File: src/sv/scfla_pkg.sv
// Package with shared constants, types and helper functions of the size-class allocator.
package scfla_pkg;

	localparam int STORE_WORDS_DEF       = 65536;
	localparam int NUM_CLASSES_DEF       = 8;
	localparam int FIRST_OBJECT_WORD_DEF = 11;
	localparam int HEADER_WORDS          = 3;
	localparam int REQ_W                 = 16;
	localparam int NEED_W                = 20;
	localparam int LEN_W                 = 62;
	localparam int STATUS_W              = 2;
	localparam int OFFSET_W              = 19;
	localparam int GRANT_W               = 17;
	localparam int SPLIT_SLACK_BYTES     = 25;
	localparam int HDR_FREE_BIT          = 63;
	localparam int HDR_LAST_BIT          = 62;
	localparam int LINK_VALID_BIT        = 63;

	typedef logic [STATUS_W-1:0] status_t;
	localparam status_t ST_GRANTED = 2'd0;
	localparam status_t ST_NONE    = 2'd1;
	localparam status_t ST_CORRUPT = 2'd2;

	typedef enum logic [4:0] {
		S_INIT_HDR,
		S_INIT_LINK,
		S_INIT_TRL,
		S_IDLE,
		S_SEARCH,
		S_RD_HDR,
		S_CHECK,
		S_RD_LINK,
		S_LINK,
		S_W_RHDR,
		S_W_RTRL,
		S_W_RLINK,
		S_W_HDR,
		S_W_LINK,
		S_W_TRL,
		S_DONE
	} state_t;

	typedef enum logic [3:0] {
		WR_NONE,
		WR_INIT_HDR,
		WR_INIT_LINK,
		WR_INIT_TRL,
		WR_RHDR,
		WR_RTRL,
		WR_RLINK,
		WR_HDR,
		WR_LINK,
		WR_TRL
	} wr_sel_t;

	typedef enum logic [1:0] {
		RD_NONE,
		RD_HDR,
		RD_LINK
	} rd_sel_t;

	typedef struct packed {
		logic    ld_req;
		logic    search;
		logic    ld_hdr;
		logic    ld_link;
		logic    ld_out;
		status_t out_code;
		rd_sel_t rd_sel;
		wr_sel_t wr_sel;
	} dp_cmd_t;

	typedef struct packed {
		logic found;
		logic corrupt;
		logic split;
	} dp_stat_t;

	// Size class: index of the highest nonzero 10-bit group of a byte length.
	function automatic logic [2:0] class_of(input logic [LEN_W-1:0] b);
		logic [2:0] c;
		c = 3'd0;
		for (int i = 1; i < 6; i++) begin
			if (|b[10*i +: 10]) begin
				c = 3'(i);
			end
		end
		if (|b[LEN_W-1:60]) begin
			c = 3'd6;
		end
		return c;
	endfunction

endpackage

File: src/sv/scfla_ctrl.sv
// Controller state machine that sequences memory reads and writes for each request.
module scfla_ctrl (
	input  logic                 clk,
	input  logic                 arst_n,
	input  logic                 in_valid,
	output logic                 in_ready,
	output logic                 out_valid,
	input  logic                 out_ready,
	input  scfla_pkg::dp_stat_t  stat,
	output scfla_pkg::dp_cmd_t   cmd
);
	scfla_pkg::state_t  state_q, state_d;
	scfla_pkg::status_t res_q, res_d;
	logic               out_valid_q;
	logic               out_free;

	assign out_free  = !out_valid_q || out_ready;
	assign out_valid = out_valid_q;

	always_comb begin
		state_d = state_q;
		res_d   = res_q;
		unique case (state_q)
			scfla_pkg::S_INIT_HDR:  state_d = scfla_pkg::S_INIT_LINK;
			scfla_pkg::S_INIT_LINK: state_d = scfla_pkg::S_INIT_TRL;
			scfla_pkg::S_INIT_TRL:  state_d = scfla_pkg::S_IDLE;
			scfla_pkg::S_IDLE: begin
				if (in_valid) begin
					state_d = scfla_pkg::S_SEARCH;
				end
			end
			scfla_pkg::S_SEARCH: begin
				if (stat.found) begin
					state_d = scfla_pkg::S_RD_HDR;
				end else begin
					res_d   = scfla_pkg::ST_NONE;
					state_d = scfla_pkg::S_DONE;
				end
			end
			scfla_pkg::S_RD_HDR: state_d = scfla_pkg::S_CHECK;
			scfla_pkg::S_CHECK: begin
				if (stat.corrupt) begin
					res_d   = scfla_pkg::ST_CORRUPT;
					state_d = scfla_pkg::S_DONE;
				end else begin
					state_d = scfla_pkg::S_RD_LINK;
				end
			end
			scfla_pkg::S_RD_LINK: state_d = scfla_pkg::S_LINK;
			scfla_pkg::S_LINK: begin
				state_d = stat.split ? scfla_pkg::S_W_RHDR : scfla_pkg::S_W_HDR;
			end
			scfla_pkg::S_W_RHDR:  state_d = scfla_pkg::S_W_RTRL;
			scfla_pkg::S_W_RTRL:  state_d = scfla_pkg::S_W_RLINK;
			scfla_pkg::S_W_RLINK: state_d = scfla_pkg::S_W_HDR;
			scfla_pkg::S_W_HDR:   state_d = scfla_pkg::S_W_LINK;
			scfla_pkg::S_W_LINK:  state_d = scfla_pkg::S_W_TRL;
			scfla_pkg::S_W_TRL: begin
				res_d   = scfla_pkg::ST_GRANTED;
				state_d = scfla_pkg::S_DONE;
			end
			scfla_pkg::S_DONE: begin
				if (out_free) begin
					state_d = scfla_pkg::S_IDLE;
				end
			end
			default: state_d = scfla_pkg::S_IDLE;
		endcase
	end

	always_comb begin
		cmd          = '0;
		cmd.out_code = res_q;
		cmd.rd_sel   = scfla_pkg::RD_NONE;
		cmd.wr_sel   = scfla_pkg::WR_NONE;
		in_ready     = 1'b0;
		unique case (state_q)
			scfla_pkg::S_INIT_HDR:  cmd.wr_sel = scfla_pkg::WR_INIT_HDR;
			scfla_pkg::S_INIT_LINK: cmd.wr_sel = scfla_pkg::WR_INIT_LINK;
			scfla_pkg::S_INIT_TRL:  cmd.wr_sel = scfla_pkg::WR_INIT_TRL;
			scfla_pkg::S_IDLE: begin
				in_ready   = 1'b1;
				cmd.ld_req = in_valid;
			end
			scfla_pkg::S_SEARCH:  cmd.search = 1'b1;
			scfla_pkg::S_RD_HDR:  cmd.rd_sel = scfla_pkg::RD_HDR;
			scfla_pkg::S_CHECK:   cmd.ld_hdr = 1'b1;
			scfla_pkg::S_RD_LINK: cmd.rd_sel = scfla_pkg::RD_LINK;
			scfla_pkg::S_LINK:    cmd.ld_link = 1'b1;
			scfla_pkg::S_W_RHDR:  cmd.wr_sel = scfla_pkg::WR_RHDR;
			scfla_pkg::S_W_RTRL:  cmd.wr_sel = scfla_pkg::WR_RTRL;
			scfla_pkg::S_W_RLINK: cmd.wr_sel = scfla_pkg::WR_RLINK;
			scfla_pkg::S_W_HDR:   cmd.wr_sel = scfla_pkg::WR_HDR;
			scfla_pkg::S_W_LINK:  cmd.wr_sel = scfla_pkg::WR_LINK;
			scfla_pkg::S_W_TRL:   cmd.wr_sel = scfla_pkg::WR_TRL;
			scfla_pkg::S_DONE:    cmd.ld_out = out_free;
			default: cmd = '0;
		endcase
	end

	always_ff @(posedge clk or negedge arst_n) begin
		if (!arst_n) begin
			state_q     <= scfla_pkg::S_INIT_HDR;
			res_q       <= scfla_pkg::ST_NONE;
			out_valid_q <= 1'b0;
		end else begin
			state_q <= state_d;
			res_q   <= res_d;
			if (cmd.ld_out) begin
				out_valid_q <= 1'b1;
			end else if (out_ready) begin
				out_valid_q <= 1'b0;
			end
		end
	end

endmodule

File: config.mk
export PLATFORM = sky130hd
export DESIGN_NAME = scfla_ctrl
export DESIGN_NICKNAME = d
export VERILOG_FILES = /design/src/sv/scfla_pkg.sv /design/src/sv/scfla_ctrl.sv
export SDC_FILE = /design/constraint.sdc
export NUM_CORES = 1
export LEC_CHECK = 0
export ABC_AREA = 1
export CORE_AREA = 2 2 39 41
export DETAILED_ROUTE_END_ITERATION = 10
export DIE_AREA = 0 0 41 43
export DONT_BUFFER_PORTS = 1
export PLACE_DENSITY = 0.56
export SETUP_SLACK_MARGIN = 0.5
export SLEW_MARGIN = 20
export SYNTH_ARGS = -nofsm -noshare
export SYNTH_HDL_FRONTEND = slang
export SYNTH_SLANG_ARGS = --single-unit
File: constraint.sdc
create_clock -name clk -period 1.2 [get_ports clk]
set_input_delay 0.18 -clock clk [delete_from_list [all_inputs] [get_ports clk]]
set_output_delay 0.18 -clock clk [all_outputs]
set_load 0.02 [all_outputs]
==> impl_metrics.ini <==
[route]
drc_errors = 0
wirelength_um = 1560
dr.first_iter.drc_count = 3
wl_per_cell_um = 11.4
top_layer_used = met4
wl_met2_um = 788
length_of_routed_met3_wiring_um = 53
wl_met1_um = 686
ant_nets = 0
route.detailed.vias_per_inst = 4.79
first_pass_iters = 2
routed-via-count = 651

[power]
power.static_leakage_uw = 0.000535
power_per_cell_area_mw_per_mm2 = 2990
ir_worst_vdd_v = 0.00188
p_total_uw = 2950

[timing]
worst_slew_pin_slew_ns = 0.323
max_slew_headroom_at_the_worst_pin_pct = 78.4
max_clock_freq_mhz = 692
skew_ns = 0.00342
postLayoutSetupSlackWorst_ns = -0.245
timing.final.setup_violations = 18
rsz0062_at_grt = yes
slew_violations = 0
post_route_minimum_period_ns = 1.44
timing_hold_violations_final = 0
timing.final.crit_share_pct = 120

[critical_path]
critical_path.endpoint_type = primary output
worst_case_reg_to_reg_path_depth = 7
critPathLaunchType = register
critical_path_class = reg2out
timing.critical_path.arrival_ns = 1.26
critical_path.max_fanout = 7
worst_ep_required_time_ns = 1.02

[flow_run]
max_cap_violations = 0

[yosys]
syn_area_um2 = 531
synth.lib_cells_used.distinct = 13
netlist_instances = 94
post_synthesis_net_count = 101
syn_area_per_cell_um2 = 5.64
synth_sequential_area_ratio_pct = 33.3
ys_ff_latch = 7
synth-warning-count = 0

[floorplan]
core_region_area_mm2 = 0.00138
start_util_pct = 38.3
io_pins = 22
fp.dieArea_mm2 = 0.00176
placementRows = 14
die_y_um = 43
dieWidth_um = 41

[grt]
gr-usage-all-layers_pct = 19.5
grt_pass1_wl_um = 2330
vias_in_the_first_global_route = 590
largest_net_degree_at_the_start_of_global_routing = 8
antenna_found_initial = 0
grt_remaining_overflow = 0

[place]
portBuffers = 0
place.gp.congestion = 0.795
dpl.hpwl_um = 1130
dp.cells = 122
detailed_place.area_um2 = 731

[finish]
stdcell_count = 136
drive_gt1_share_pct = 57.5
fillCellCount = 116
fin_area_um2 = 986
final_layout_net_count = 128
final-seq-area_um2 = 183
area_delta_synth_final_pct = 85.8
finalCoreUtilization_pct = 71.2
antennaDiodeCount = 0
multi_input_area_um2 = 430

[clock_tree]
cts_num_sinks = 7
cts-root-to-sink-buffers = 2
worstSkewPairLatency_ns = 0.24
clock_tree_from_tritoncts = built
cts_root_buffer = sky130_fd_sc_hd__clkbuf_4
clkSlewWorstSetupHoldPaths_ns = 0.05
tritoncts.num_buffers = 3
cts_htree_levels = 1

[status]
failed_checks = negative setup slack
status = complete, but fails checks

[hold_path]
hp-class = in2reg
whs_path_depth = 2
-- per-stage QoR --
step	TNS (ns)	worst slack, ns	hold WS [ns]
final	-3.13	-0.245	0.0840
after global routing	-4.31	-0.299	0.121
after CTS	-2.60	-0.227	0.0125
after global placement	-0.0956	-0.0356	-0.115
after detailed placement	-0.222	-0.0935	-0.115
after floorplan	0	0.0403	-0.116
-- what timing repair did --
item                                    4_1_cts  5_1_grt
hold buffers                                  1        1
resized for setup                            24       25
endpoints found under the setup margin       22       22
pin swaps                                     6       10
buffers inserted                              4        4
endpoints found under the hold margin         7        1
-- state kept, by name, summed over array words and instances, names as in the netlist --
name / flops
state_q: 4
res_q: 2
out_valid: 1
-- final cells by class --
cell class                 instances  share of cell area [%]
inverter                          19                    8.50
tap                               16                    2.03
multi-input combinational         65                    43.7
sequential                         7                    18.5
clock buffer                       4                    2.66
timing repair buffer              25                    24.6
-- worst paths after layout --
kind / slack [ns] / from / endpoint
worst min-delay path: 0.08 / stat[1] / res_q[1]
min in group asynchronous: 0.27 / arst_n / state_q[2]
worst max register to register: -0.15 / state_q[1] / state_q[1]
worst max-delay path: -0.24 / state_q[1] / cmd[12]
max in group asynchronous: 0.64 / arst_n / res_q[0]
worst min register to register: 0.58 / res_q[0] / res_q[0]
-- per-layer routing --
metal / up-vias / track usage [%]
met3: 4 / 5.24
met5: - / 0
met1: 294 / 23.6
met2: 15 / 30.3
met4: 0 / 9.33
li1: 338 / -
-- layout by cell type (no fill, tap or decap) --
cell / synthesis / layout
sky130_fd_sc_hd__nand2_1: 31 / 21
sky130_fd_sc_hd__buf_4: 1 / 12
sky130_fd_sc_hd__inv_1: 19 / 11
sky130_fd_sc_hd__nor2_4: 0 / 10
sky130_fd_sc_hd__buf_6: 0 / 10
sky130_fd_sc_hd__nand2_4: 0 / 6
sky130_fd_sc_hd__inv_4: 0 / 5
sky130_fd_sc_hd__nand3_1: 7 / 5
sky130_fd_sc_hd__dfrtp_2: 0 / 5
sky130_fd_sc_hd__nor2_2: 0 / 4
sky130_fd_sc_hd__nand2_2: 0 / 4
sky130_fd_sc_hd__nor2_1: 18 / 4
sky130_fd_sc_hd__inv_2: 0 / 3
sky130_fd_sc_hd__clkbuf_4: 0 / 3
sky130_fd_sc_hd__o21ai_1: 0 / 2
sky130_fd_sc_hd__nand3_2: 0 / 2
sky130_fd_sc_hd__o21ai_2: 0 / 2
sky130_fd_sc_hd__dlygate4sd3_1: 0 / 2
sky130_fd_sc_hd__nor3_2: 0 / 1
sky130_fd_sc_hd__o211ai_1: 1 / 1
sky130_fd_sc_hd__o21ai_0: 5 / 1
sky130_fd_sc_hd__a21oi_1: 1 / 1
sky130_fd_sc_hd__nand4_1: 1 / 1
sky130_fd_sc_hd__clkbuf_1: 2 / 1
sky130_fd_sc_hd__dfrtp_1: 6 / 1
sky130_fd_sc_hd__buf_12: 0 / 1
sky130_fd_sc_hd__dfstp_2: 1 / 1
-- power breakdown --
group / internal [uW] / leakage, uW / total (uW) / switching [uW]
sequential: 382 / 0.0000779 / 650 / 268
clock: 126 / 0.0000150 / 204 / 77.9
combinational: 895 / 0.000442 / 2090 / 1200
total: 1400 / 0.000535 / 2950 / 1540
-- cell usage after synthesis --
| library cell | n | area [um^2] |
|---|---|---|
| sky130_fd_sc_hd__o21ai_0 | 5 | 25.0 |
| sky130_fd_sc_hd__buf_4 | 1 | 7.51 |
| sky130_fd_sc_hd__nand4_1 | 1 | 6.26 |
| sky130_fd_sc_hd__nor3_1 | 1 | 5.00 |
| sky130_fd_sc_hd__nand2_1 | 31 | 116 |
| sky130_fd_sc_hd__clkbuf_1 | 2 | 7.51 |
| sky130_fd_sc_hd__inv_1 | 19 | 71.3 |
| sky130_fd_sc_hd__o211ai_1 | 1 | 7.51 |
| sky130_fd_sc_hd__dfrtp_1 | 6 | 150 |
| sky130_fd_sc_hd__a21oi_1 | 1 | 5.00 |
| sky130_fd_sc_hd__nor2_1 | 18 | 67.6 |
| sky130_fd_sc_hd__dfstp_2 | 1 | 26.3 |
| sky130_fd_sc_hd__nand3_1 | 7 | 35.0 |
-- critical path, stage by stage (launching register included) --
cell,delay (ns)
sky130_fd_sc_hd__dfrtp_2,0.52
sky130_fd_sc_hd__nand2_4,0.10
sky130_fd_sc_hd__inv_1,0.15
sky130_fd_sc_hd__nand2_4,0.10
sky130_fd_sc_hd__nor2_4,0.16
-- logic make-up after synthesis --
group	after synthesis	share of synthesized area (%)
simple gates	58	43.4
compound gates	7	7.07
buf+inv	22	16.3
flops	7	33.3
Note: power is estimated with default switching activity, not from simulation.
